File: config.mk
export PLATFORM = sky130hd
export DESIGN_NAME = lookahead_peak_limiter
export DESIGN_NICKNAME = d
export VERILOG_FILES = /design/src/design/lpl_pkg.sv /design/src/design/lpl_div.sv /design/src/design/lpl_datapath.sv /design/src/design/lpl_ctrl.sv /design/src/design/lookahead_peak_limiter.sv
export VERILOG_INCLUDE_DIRS = /design/src /design/src/design
export SDC_FILE = /design/constraint.sdc
export NUM_CORES = 2
export LEC_CHECK = 0
export BUFFER_PORTS_ARGS = -buffer_cell sky130_fd_sc_hd__clkbuf_2
export CAP_MARGIN = 20
export CELL_PAD_IN_SITES_DETAIL_PLACEMENT = 0
export CELL_PAD_IN_SITES_GLOBAL_PLACEMENT = 1
export CORE_MARGIN = 10
export CORE_UTILIZATION = 40
export CTS_CLUSTER_DIAMETER = 30
export DETAILED_ROUTE_END_ITERATION = 16
export PLACE_DENSITY = 0.73
export SETUP_SLACK_MARGIN = 0.1
export SLEW_MARGIN = 15
export SYNTH_ARGS = -nofsm -noshare
export SYNTH_HDL_FRONTEND = slang
export SYNTH_SLANG_ARGS = --single-unit
File: constraint.sdc
create_clock -name clock -period 19.7 [get_ports clock]
set_clock_uncertainty 0.1 [all_clocks]
set_input_delay 2.955 -clock clock [delete_from_list [all_inputs] [get_ports clock]]
set_output_delay 2.955 -clock clock [all_outputs]
set_load 0.05 [all_outputs]
File: src/design/lookahead_peak_limiter_defines.svh
// ----------------------------------------------------------------------------
// Assertion macros for the look-ahead peak limiter
// Checks are compiled for simulation only; synthesis sees empty bodies.
// ----------------------------------------------------------------------------
`ifndef LOOKAHEAD_PEAK_LIMITER_DEFINES_SVH
`define LOOKAHEAD_PEAK_LIMITER_DEFINES_SVH
`ifndef SYNTHESIS
// clocked check, muted while reset is high
`define LPL_ASSERT(lbl, clk, rst, prop) \
   lbl: assert property (@(posedge clk) disable iff (rst) prop) \
      else $error("lookahead_peak_limiter: check failed");
// clocked check that also covers the reset cycles
`define LPL_ASSERT_ALWAYS(lbl, clk, prop) \
   lbl: assert property (@(posedge clk) prop) \
      else $error("lookahead_peak_limiter: check failed");
`else
`define LPL_ASSERT(lbl, clk, rst, prop)
`define LPL_ASSERT_ALWAYS(lbl, clk, prop)
`endif
`endif

File: src/design/lpl_pkg.sv
// ----------------------------------------------------------------------------
// lpl_pkg
// Shared types and constants of the look-ahead peak limiter.
// ----------------------------------------------------------------------------
package lpl_pkg;

   localparam int SAMPLE_W   = 24;
   localparam int COEF_W     = 16;
   localparam int CSR_ADDR_W = 2;

   localparam int DEFAULT_DELAY_LEN = 10;
   localparam int DEFAULT_CHANNELS  = 2;

   // unity gain / full scale amplitude in unsigned Q1.23
   localparam logic [SAMPLE_W-1:0] UNITY = 24'h800000;

   localparam logic [SAMPLE_W-1:0] THRESHOLD_RESET = 24'd6710886;
   localparam logic [COEF_W-1:0]   ATTACK_RESET    = 16'd6554;
   localparam logic [COEF_W-1:0]   RELEASE_RESET   = 16'd66;

   // one quotient bit per divider step
   localparam int DIV_STEPS = 24;
   localparam int DIV_CNT_W = $clog2(DIV_STEPS);

   typedef enum logic [CSR_ADDR_W-1:0] {
      CSR_THRESHOLD = 2'd0,
      CSR_ATTACK    = 2'd1,
      CSR_RELEASE   = 2'd2
   } csr_index_type;

   // controller to datapath
   typedef struct packed {
      logic capture;
      logic env_mul;
      logic env_upd;
      logic div_start;
      logic gain_mul;
      logic gain_upd;
      logic out_mul;
      logic out_load;
   } cmd_type;

   // datapath to controller
   typedef struct packed {
      logic div_done;
      logic out_busy;
   } status_type;

endpackage

File: src/design/lpl_div.sv
// ----------------------------------------------------------------------------
// lpl_div
// Restoring divider for the target gain: threshold * 2^23 / peak, clamped
// to unity, one quotient bit per cycle.
// ----------------------------------------------------------------------------
module lpl_div (
   input  logic                          clock,
   input  logic                          reset,
   input  logic                          start,
   input  logic [lpl_pkg::SAMPLE_W-1:0]  dividend,
   input  logic [lpl_pkg::SAMPLE_W-1:0]  divisor,
   output logic                          done,
   output logic [lpl_pkg::SAMPLE_W-1:0]  quotient
);

   logic [lpl_pkg::SAMPLE_W:0]          rem_ff, rem_in;
   logic [lpl_pkg::SAMPLE_W:0]          rem_sub;
   logic [lpl_pkg::SAMPLE_W-1:0]        q_ff, q_in;
   logic [lpl_pkg::DIV_CNT_W-1:0]       cnt_ff, cnt_in;
   logic                                busy_ff, busy_in;
   logic                                done_ff, done_in;
   logic                                ge;

   always_comb begin
      ge      = rem_ff >= {1'b0, divisor};
      rem_sub = ge ? (rem_ff - {1'b0, divisor}) : rem_ff;
      rem_in  = rem_ff;
      q_in    = q_ff;
      cnt_in  = cnt_ff;
      busy_in = busy_ff;
      done_in = 1'b0;
      if (start) begin
         // zero peak, or a quotient of two or more: the gain clamps to unity
         if (divisor == '0 || {1'b0, dividend} >= {divisor, 1'b0}) begin
            q_in    = lpl_pkg::UNITY;
            busy_in = 1'b0;
            done_in = 1'b1;
         end else begin
            rem_in  = {1'b0, dividend};
            q_in    = '0;
            cnt_in  = lpl_pkg::DIV_CNT_W'(lpl_pkg::DIV_STEPS - 1);
            busy_in = 1'b1;
         end
      end else if (busy_ff) begin
         q_in   = {q_ff[lpl_pkg::SAMPLE_W-2:0], ge};
         rem_in = {rem_sub[lpl_pkg::SAMPLE_W-1:0], 1'b0};
         if (cnt_ff == '0) begin
            busy_in = 1'b0;
            done_in = 1'b1;
         end else begin
            cnt_in = cnt_ff - 1'b1;
         end
      end
   end

   always_ff @(posedge clock) begin
      if (reset) begin
         busy_ff <= 1'b0;
         done_ff <= 1'b0;
      end else begin
         busy_ff <= busy_in;
         done_ff <= done_in;
      end
      rem_ff <= rem_in;
      q_ff   <= q_in;
      cnt_ff <= cnt_in;
   end

   assign done     = done_ff;
   assign quotient = (q_ff > lpl_pkg::UNITY) ? lpl_pkg::UNITY : q_ff;

endmodule

File: src/design/lpl_datapath.sv
// ----------------------------------------------------------------------------
// lpl_datapath
// Registers, envelope and gain smoothing, delay memory, output multiply and
// output register of the look-ahead peak limiter.
// ----------------------------------------------------------------------------
module lpl_datapath #(
   parameter int DELAY_LEN = lpl_pkg::DEFAULT_DELAY_LEN,
   parameter int CHANNELS  = lpl_pkg::DEFAULT_CHANNELS
) (
   input  logic                               clock,
   input  logic                               reset,
   input  lpl_pkg::cmd_type                   cmd,
   output lpl_pkg::status_type                status,
   input  logic signed [lpl_pkg::SAMPLE_W-1:0] in_sample,
   input  logic                               in_channel,
   input  logic                               csr_we,
   input  logic [lpl_pkg::CSR_ADDR_W-1:0]     csr_addr,
   input  logic [lpl_pkg::SAMPLE_W-1:0]       csr_wdata,
   output logic signed [lpl_pkg::SAMPLE_W-1:0] out_sample,
   output logic                               out_channel,
   output logic                               out_valid,
   input  logic                               out_ready
);

   localparam int DEPTH  = CHANNELS * DELAY_LEN;
   localparam int ADDR_W = (DEPTH > 1) ? $clog2(DEPTH) : 1;
   localparam int POS_W  = (DELAY_LEN > 1) ? $clog2(DELAY_LEN) : 1;
   localparam int CH_W   = (CHANNELS > 1) ? $clog2(CHANNELS) : 1;
   localparam int SW     = lpl_pkg::SAMPLE_W;
   localparam logic signed [SW+1:0] SAT_MAX = (SW+2)'(8388607);
   localparam logic signed [SW+1:0] SAT_MIN = -(SW+2)'(8388608);

   // configuration
   logic [SW-1:0]                 threshold_ff;
   logic [lpl_pkg::COEF_W-1:0]    attack_ff, release_ff;

   // item payload
   logic signed [SW-1:0]          sample_ff;
   logic                          chan_field_ff;
   logic [CH_W-1:0]               ch_ff, ch_in;
   logic [SW-1:0]                 amp;

   // shared envelope and gain, per-channel delay positions and fill flags
   logic [SW-1:0]                 peak_ff, gain_ff;
   logic [POS_W-1:0]              pos_ff [CHANNELS];
   logic [CHANNELS-1:0]           filled_ff;
   logic [POS_W-1:0]              pos_cur, pos_next;
   logic [ADDR_W-1:0]             addr;

   // delay memory
   logic signed [SW-1:0]          mem [DEPTH];
   logic signed [SW-1:0]          rd_ff;
   logic signed [SW-1:0]          delayed_ff;

   // smoothing unit
   logic                          use_gain;
   logic [SW-1:0]                 sm_old, sm_x;
   logic [lpl_pkg::COEF_W-1:0]    sm_c;
   logic signed [SW:0]            sm_diff;
   logic signed [lpl_pkg::COEF_W:0] sm_cs;
   logic signed [41:0]            sm_prod_in, sm_prod_ff, sm_round;
   logic signed [SW+1:0]          sm_sum;
   logic [SW-1:0]                 sm_new;

   // divider
   logic                          div_done;
   logic [SW-1:0]                 target;

   // output path
   logic signed [2*SW:0]          out_prod_in, out_prod_ff, out_round;
   logic signed [SW+1:0]          out_res;
   logic signed [SW-1:0]          out_sat;
   logic signed [SW-1:0]          rsp_sample_ff;
   logic                          rsp_chan_ff;
   logic                          rsp_valid_ff;

   assign ch_in = (CHANNELS == 1) ? '0 : CH_W'(in_channel);
   assign amp   = sample_ff[SW-1] ? (~sample_ff + 1'b1) : sample_ff;

   assign pos_cur  = pos_ff[ch_ff];
   assign pos_next = (pos_cur >= POS_W'(DELAY_LEN - 1)) ? '0 : pos_cur + 1'b1;
   assign addr     = ADDR_W'(ch_ff) * ADDR_W'(DELAY_LEN) + ADDR_W'(pos_cur);

   // smoothed = old + round(c * (x - old) / 2^16)
   assign use_gain = cmd.gain_mul || cmd.gain_upd;
   always_comb begin
      sm_old = use_gain ? gain_ff : peak_ff;
      sm_x   = use_gain ? target  : amp;
      if (use_gain) begin
         sm_c = (gain_ff > target) ? attack_ff : release_ff;
      end else begin
         sm_c = (amp > peak_ff) ? attack_ff : release_ff;
      end
      sm_diff    = $signed({1'b0, sm_x}) - $signed({1'b0, sm_old});
      sm_cs      = $signed({1'b0, sm_c});
      sm_prod_in = sm_diff * sm_cs;
      sm_round   = (sm_prod_ff + 42'sd32768) >>> 16;
      sm_sum     = $signed({2'b00, sm_old}) + sm_round[SW+1:0];
      sm_new     = sm_sum[SW-1:0];
   end

   // output: round half up, then saturate
   always_comb begin
      out_prod_in = delayed_ff * $signed({1'b0, gain_ff});
      out_round   = (out_prod_ff + (2*SW+1)'(4194304)) >>> 23;
      out_res     = out_round[SW+1:0];
      if (out_res > SAT_MAX) begin
         out_sat = SAT_MAX[SW-1:0];
      end else if (out_res < SAT_MIN) begin
         out_sat = SAT_MIN[SW-1:0];
      end else begin
         out_sat = out_res[SW-1:0];
      end
   end

   lpl_div u_div (
      .clock    (clock),
      .reset    (reset),
      .start    (cmd.div_start),
      .dividend (threshold_ff),
      .divisor  (peak_ff),
      .done     (div_done),
      .quotient (target)
   );

   // configuration writes
   always_ff @(posedge clock) begin
      if (reset) begin
         threshold_ff <= lpl_pkg::THRESHOLD_RESET;
         attack_ff    <= lpl_pkg::ATTACK_RESET;
         release_ff   <= lpl_pkg::RELEASE_RESET;
      end else if (csr_we) begin
         unique case (csr_addr)
            lpl_pkg::CSR_THRESHOLD: threshold_ff <= csr_wdata;
            lpl_pkg::CSR_ATTACK:    attack_ff    <= csr_wdata[lpl_pkg::COEF_W-1:0];
            lpl_pkg::CSR_RELEASE:   release_ff   <= csr_wdata[lpl_pkg::COEF_W-1:0];
            default: ;
         endcase
      end
   end

   // shared envelope and gain, per-channel positions and fill flags, output valid
   always_ff @(posedge clock) begin
      if (reset) begin
         peak_ff      <= '0;
         gain_ff      <= lpl_pkg::UNITY;
         filled_ff    <= '0;
         rsp_valid_ff <= 1'b0;
         for (int i = 0; i < CHANNELS; i++) begin
            pos_ff[i] <= '0;
         end
      end else begin
         if (cmd.env_upd) begin
            peak_ff       <= sm_new;
            pos_ff[ch_ff] <= pos_next;
            if (pos_next == '0) begin
               filled_ff[ch_ff] <= 1'b1;
            end
         end
         if (cmd.gain_upd) begin
            gain_ff <= sm_new;
         end
         if (cmd.out_load) begin
            rsp_valid_ff <= 1'b1;
         end else if (out_ready) begin
            rsp_valid_ff <= 1'b0;
         end
      end
   end

   // payload registers
   always_ff @(posedge clock) begin
      if (cmd.capture) begin
         sample_ff     <= in_sample;
         chan_field_ff <= in_channel;
         ch_ff         <= ch_in;
      end
      if (cmd.env_mul || cmd.gain_mul) begin
         sm_prod_ff <= sm_prod_in;
      end
      if (cmd.env_upd) begin
         // a slot never written reads as zero
         delayed_ff <= filled_ff[ch_ff] ? rd_ff : '0;
      end
      if (cmd.out_mul) begin
         out_prod_ff <= out_prod_in;
      end
      if (cmd.out_load) begin
         rsp_sample_ff <= out_sat;
         rsp_chan_ff   <= chan_field_ff;
      end
   end

   // delay memory: read the oldest sample, then overwrite it
   always_ff @(posedge clock) begin
      if (cmd.env_mul) begin
         rd_ff <= mem[addr];
      end
      if (cmd.env_upd) begin
         mem[addr] <= sample_ff;
      end
   end

   assign status.div_done = div_done;
   assign status.out_busy = rsp_valid_ff && !out_ready;

   assign out_sample  = rsp_sample_ff;
   assign out_channel = rsp_chan_ff;
   assign out_valid   = rsp_valid_ff;

endmodule

File: src/design/lpl_ctrl.sv
// ----------------------------------------------------------------------------
// lpl_ctrl
// Sequencer of the look-ahead peak limiter: steps one item through envelope,
// divide, gain smoothing and output multiply.
// ----------------------------------------------------------------------------
`include "lookahead_peak_limiter_defines.svh"

module lpl_ctrl (
   input  logic                clock,
   input  logic                reset,
   input  logic                req_tvalid,
   output logic                req_tready,
   output lpl_pkg::cmd_type    cmd,
   input  lpl_pkg::status_type status
);

   typedef enum logic [3:0] {
      S_IDLE,
      S_ENV_MUL,
      S_ENV_UPD,
      S_DIV_START,
      S_DIV_WAIT,
      S_GAIN_MUL,
      S_GAIN_UPD,
      S_OUT_MUL,
      S_OUT
   } state_type;

   state_type state_ff, state_in;

   always_comb begin
      state_in = state_ff;
      cmd      = '0;
      unique case (state_ff)
         S_IDLE: begin
            cmd.capture = req_tvalid;
            if (req_tvalid) begin
               state_in = S_ENV_MUL;
            end
         end
         S_ENV_MUL: begin
            cmd.env_mul = 1'b1;
            state_in    = S_ENV_UPD;
         end
         S_ENV_UPD: begin
            cmd.env_upd = 1'b1;
            state_in    = S_DIV_START;
         end
         S_DIV_START: begin
            cmd.div_start = 1'b1;
            state_in      = S_DIV_WAIT;
         end
         S_DIV_WAIT: begin
            if (status.div_done) begin
               state_in = S_GAIN_MUL;
            end
         end
         S_GAIN_MUL: begin
            cmd.gain_mul = 1'b1;
            state_in     = S_GAIN_UPD;
         end
         S_GAIN_UPD: begin
            cmd.gain_upd = 1'b1;
            state_in     = S_OUT_MUL;
         end
         S_OUT_MUL: begin
            cmd.out_mul = 1'b1;
            state_in    = S_OUT;
         end
         S_OUT: begin
            // hold until the output register is free
            if (!status.out_busy) begin
               cmd.out_load = 1'b1;
               state_in     = S_IDLE;
            end
         end
         default: state_in = S_IDLE;
      endcase
   end

   always_ff @(posedge clock) begin
      if (reset) begin
         state_ff <= S_IDLE;
      end else begin
         state_ff <= state_in;
      end
   end

   assign req_tready = (state_ff == S_IDLE);

   `LPL_ASSERT(a_one_item_in_flight, clock, reset, (req_tvalid && req_tready) |=> !req_tready)
   `LPL_ASSERT(a_div_done_in_wait, clock, reset, status.div_done |-> state_ff == S_DIV_WAIT)
   `LPL_ASSERT(a_load_when_free, clock, reset, cmd.out_load |-> !status.out_busy)
   `LPL_ASSERT_ALWAYS(a_reset_to_idle, clock, reset |=> state_ff == S_IDLE)

endmodule

File: src/design/lookahead_peak_limiter.sv
// ----------------------------------------------------------------------------
// lookahead_peak_limiter
// Feedforward peak limiter with a shared envelope and gain and a per-channel
// look-ahead delay line.
// ----------------------------------------------------------------------------
// Usage:
//   req_* takes one item: a signed Q1.23 sample in req_tdata and its channel
//   number in req_tuser. rsp_* returns one item per input: the delayed sample
//   times the smoothed gain, saturated, with the channel echoed in rsp_tuser.
//   csr_* writes threshold (index 0), attack coefficient (1) and release
//   coefficient (2); write only while no item is in flight.
// Sequence:
//   An item steps through the sequencer: capture, envelope multiply and
//   delay memory read, envelope update and delay memory write, divider
//   start and wait on the one-bit-per-cycle restoring divider for
//   threshold / peak, gain smoothing multiply and update, output multiply,
//   output load. The next item is accepted only back in idle. With a zero
//   peak, or a peak at or below half the threshold, the divide steps are
//   skipped and the divider returns unity. rsp_tvalid rises on output load.
// Reset:
//   Envelope clears, gain returns to unity, delay lines read as silence until
//   refilled, registers return to 0.8 / 6554 / 66. No clearing pass is needed.
// Stall:
//   A finished result waits in the output register; the next item is still
//   accepted and processed, and holds only in its last step until rsp frees.
// ----------------------------------------------------------------------------
module lookahead_peak_limiter #(
   parameter int DELAY_LEN = lpl_pkg::DEFAULT_DELAY_LEN,
   parameter int CHANNELS  = lpl_pkg::DEFAULT_CHANNELS
) (
   input  logic                           clock,
   input  logic                           reset,
   // input channel
   input  logic                           req_tvalid,
   output logic                           req_tready,
   input  logic [23:0]                    req_tdata,  // [23:0] sample_in
   input  logic                           req_tuser,  // [0] channel
   // result channel
   output logic                           rsp_tvalid,
   input  logic                           rsp_tready,
   output logic [23:0]                    rsp_tdata,  // [23:0] sample_out
   output logic                           rsp_tuser,  // [0] channel_out
   // configuration write port
   input  logic                           csr_we,
   input  logic [lpl_pkg::CSR_ADDR_W-1:0] csr_addr,
   input  logic [lpl_pkg::SAMPLE_W-1:0]   csr_wdata
);

   lpl_pkg::cmd_type    cmd;
   lpl_pkg::status_type status;
   logic signed [lpl_pkg::SAMPLE_W-1:0] out_sample;

   // sequencer: one item at a time, accepts only when idle
   lpl_ctrl u_ctrl (
      .clock      (clock),
      .reset      (reset),
      .req_tvalid (req_tvalid),
      .req_tready (req_tready),
      .cmd        (cmd),
      .status     (status)
   );

   // arithmetic, state, delay memory and output register
   lpl_datapath #(
      .DELAY_LEN (DELAY_LEN),
      .CHANNELS  (CHANNELS)
   ) u_datapath (
      .clock       (clock),
      .reset       (reset),
      .cmd         (cmd),
      .status      (status),
      .in_sample   ($signed(req_tdata)),
      .in_channel  (req_tuser),
      .csr_we      (csr_we),
      .csr_addr    (csr_addr),
      .csr_wdata   (csr_wdata),
      .out_sample  (out_sample),
      .out_channel (rsp_tuser),
      .out_valid   (rsp_tvalid),
      .out_ready   (rsp_tready)
   );

   assign rsp_tdata = out_sample;

endmodule
==> reports/results.ini <==
[run_status]
status=complete, no violations

[grt]
use_met2=0.3277
top_usage_layer=met2
grt_util_met3=0.03409
grt_max_degree=77
grt_overflow_total=0
antenna_found_initial=4
grt_pass1_wl_um=290300
met1_usage=0.2674
grt_pass1_vias=49369
grt_util_all_layers=0.1984

[floorplanning]
die_w_um=434.6
die_h_um=434.6
start_util=0.4012
row_count=152
die_area_sq_mm=0.1889
num_io_pins=83
fp.coreArea_sq_mm=0.1714

[cells_and_area]
final_nets=7856
fin_area_sq_mm=0.07824
area_growth_syn_to_layout_pct=13.80
final_util=0.4566
drive_above_1_share=0.1073
ff_latch_area_sq_mm=0.02307
nFillCells=15764
multi_input_area_sq_mm=0.04087

[logic_synthesis]
yosys_warnings=0
synth-xor-area-share=0.02650
synth_top_area_frac=0.3022
synthAdderAreaFrac=0.3319
ys_seq_area_frac=0.3354
syn_area_sq_mm=0.06875
avgSynthCellArea_sq_um=10.77
synthCells=6385
synth_cell_types=75
synth_mux_area_frac=0.04750
synthSimpleGateAreaFrac=0.1269
synth_ff_type=edfxtp_1
synthTopCellsByArea=edfxtp_1 30%, fa_1 25%, ha_1 8.1%
synth_edf_count=692
synth_compound_area_frac=0.05889
synth.largest_area_cell=edfxtp_1
synthArstFlopShare=0
ys_ff_latch=806
synth_top_family_by_area=adder cells
synthesis.nets=7748

[sta]
max_slew.worst_pin.slew_ns=1.217
hold_violations=0
worst_slack_ns=7.870
rsz0062_at_grt=no
min_period_ns=11.83
setup_viol=0
max_slew_margin=0.1885
final.setup.tns_ns=0
max_freq_mhz=84.53
timing.final.max_slew_violations=0
fin_crit_sh=0.6005

[min_path]
worstHoldStart=u_datapath.release_ff[0]
hp-class=flip-flop to flip-flop
hold_depth=2

[job]
drv_cap=0

[route]
drt_first_pass_iters=5
drt_first_iter_violations=3441
vias=46782
drc=0
finalWirelength_um=185400
drtAntennaViolNets=0
viasPerCell=5.230
wire_per_inst_um=20.72

[critical_path]
reg2regPathDepth=38
critical-path-slowest-cell=mux2_2
crit_path_end_kind=flip-flop
cp-startpoint=u_datapath.sample_ff[0]
cp_data_arrival_time_ns=12.26
cpMostUsedCell=fa_1
worst_setup_path_start_kind=flip-flop
timing.rr.start=u_datapath.sample_ff[0]
cp.required_ns=20.13
critPathKind=flip-flop to flip-flop
cpPeakStageDelay_ns=0.73
worstPathMaxFanout=25

[clock_tree]
cts_hold_buf=0
clk-insertion-delay-late_ns=0.79
cts_tree=yes
numCtsBuffers=169
cts_resized=0
cts_setup_buffers=0
root_buffer=clkbuf_16
numClockSinks=806
clk_pin_slew_worst_paths_ns=0.05
htreeDepth=4
clock_path_buffers=3

[placed_design]
placed_area_sq_mm=0.07217
portBuffers=82
dp_hpwl_um=133800
place_ws_ns=7.867
routabilityCongestion=0.8490

[worst paths after layout]
kind,to,slack (ns)
worst max-delay path,u_datapath.sm_prod_ff[39],7.87
worst min-delay path,u_datapath.release_ff[0],0.36
worst max register to register,u_datapath.sm_prod_ff[39],7.87
worst min register to register,u_datapath.release_ff[0],0.36
[metrics by stage]
stage	std cells	hold WS, ns
after floorplan	6385	0.3329
after global routing	8944	0.3892
after detailed placement	8630	0.3495
after global placement	8626	0.3455
final	8945	0.3555
after CTS	8942	0.3559
[flip-flops by register name (all words and copies together) (netlist names), 25 cells and up, named ones only]
| register | flops |
|---|---|
| u_datapath.mem | 480 |
| u_datapath.out_prod_ff | 27 |
| u_datapath.sm_prod_ff | 25 |
| u_datapath.u_div.rem_ff | 25 |
[cells in the final DEF (no fill, tap or decap), types with 31 or more instances in the layout]
cell type,netlist,final
nand2_1,941,940
dfxtp_1,114,105
edfxtp_1,692,692
o21ai_0,154,154
clkbuf_2,0,81
mux4_2,123,123
and2_1,242,241
nand2b_1,54,54
a21oi_1,265,265
clkbuf_16,0,173
ha_1,446,445
nor2_1,327,310
fa_1,861,861
buf_4,1,129
nor2b_1,81,81
and3_1,31,31
nand3_1,48,48
o21a_1,33,33
a21o_1,43,43
xnor2_1,144,141
inv_1,1041,1041
xor2_1,64,63
nand4_1,32,32
nor3_1,53,47
[per-layer routing]
layer	up-vias	wire (um)	share of wire
met4	0	5393	0.029
met2	1592	88420	0.48
met3	319	12510	0.067
li1	21056	-	-
met1	23815	79030	0.43
met5	-	0	0
[final cells by class]
type | instances | area share
diodes | 1 | 0.00003198
clock buffers | 203 | 0.05805
clock inverters | 109 | 0.01905
inverters | 1044 | 0.05018
multi-input cells | 4257 | 0.5224
flip-flops and latches | 806 | 0.2949
well taps | 2310 | 0.03694
repair buffers | 215 | 0.01847
[Yosys cell counts (7+ instances only)]
| cell type | n |
|---|---|
| a31oi_1 | 10 |
| o21a_1 | 33 |
| a22oi_1 | 14 |
| o211ai_1 | 15 |
| mux4_2 | 123 |
| clkbuf_1 | 235 |
| a21oi_1 | 265 |
| nor4_1 | 25 |
| a211oi_1 | 28 |
| nand2_1 | 941 |
| inv_1 | 1041 |
| nand2b_1 | 54 |
| or2_2 | 9 |
| a211o_1 | 10 |
| o21ai_0 | 154 |
| mux2_2 | 17 |
| nor2_1 | 327 |
| edfxtp_1 | 692 |
| a221oi_1 | 15 |
| a21o_1 | 43 |
| nor2b_1 | 81 |
| nand3b_1 | 23 |
| nor3_1 | 53 |
| or3_1 | 8 |
| and3_1 | 31 |
| xor2_1 | 64 |
| fa_1 | 861 |
| nand4_1 | 32 |
| o21bai_1 | 20 |
| ha_1 | 446 |
| mux2i_1 | 29 |
| xnor2_1 | 144 |
| nand3_1 | 48 |
| and2_1 | 242 |
| dfxtp_1 | 114 |
| buf_2 | 36 |
| o31ai_1 | 14 |
| or4_1 | 7 |
[kinds of logic after synthesis]
family	Yosys count
mux	170
xor+xnor	208
simple gates	1906
buf+inv	1322
compound gates	666
fa+ha+maj	1307
flops	806
[worst max-delay path, delay by kind of cell (launching register included)]
kind                     cells  cell delay (ns)
AND/OR/NAND/NOR              8             2.13
buffers and inverters        5             0.58
multiplexers                 1             0.73
adder cells (fa/ha/maj)      9             3.85
flip-flops                   1             0.72
AO/OA/AOI/OAI               13             3.11
XOR/XNOR                     2             0.34
Power is left out: the tool's default activity adds up to more than one toggle a clock period on the data nets, which glitch-free logic cannot reach.
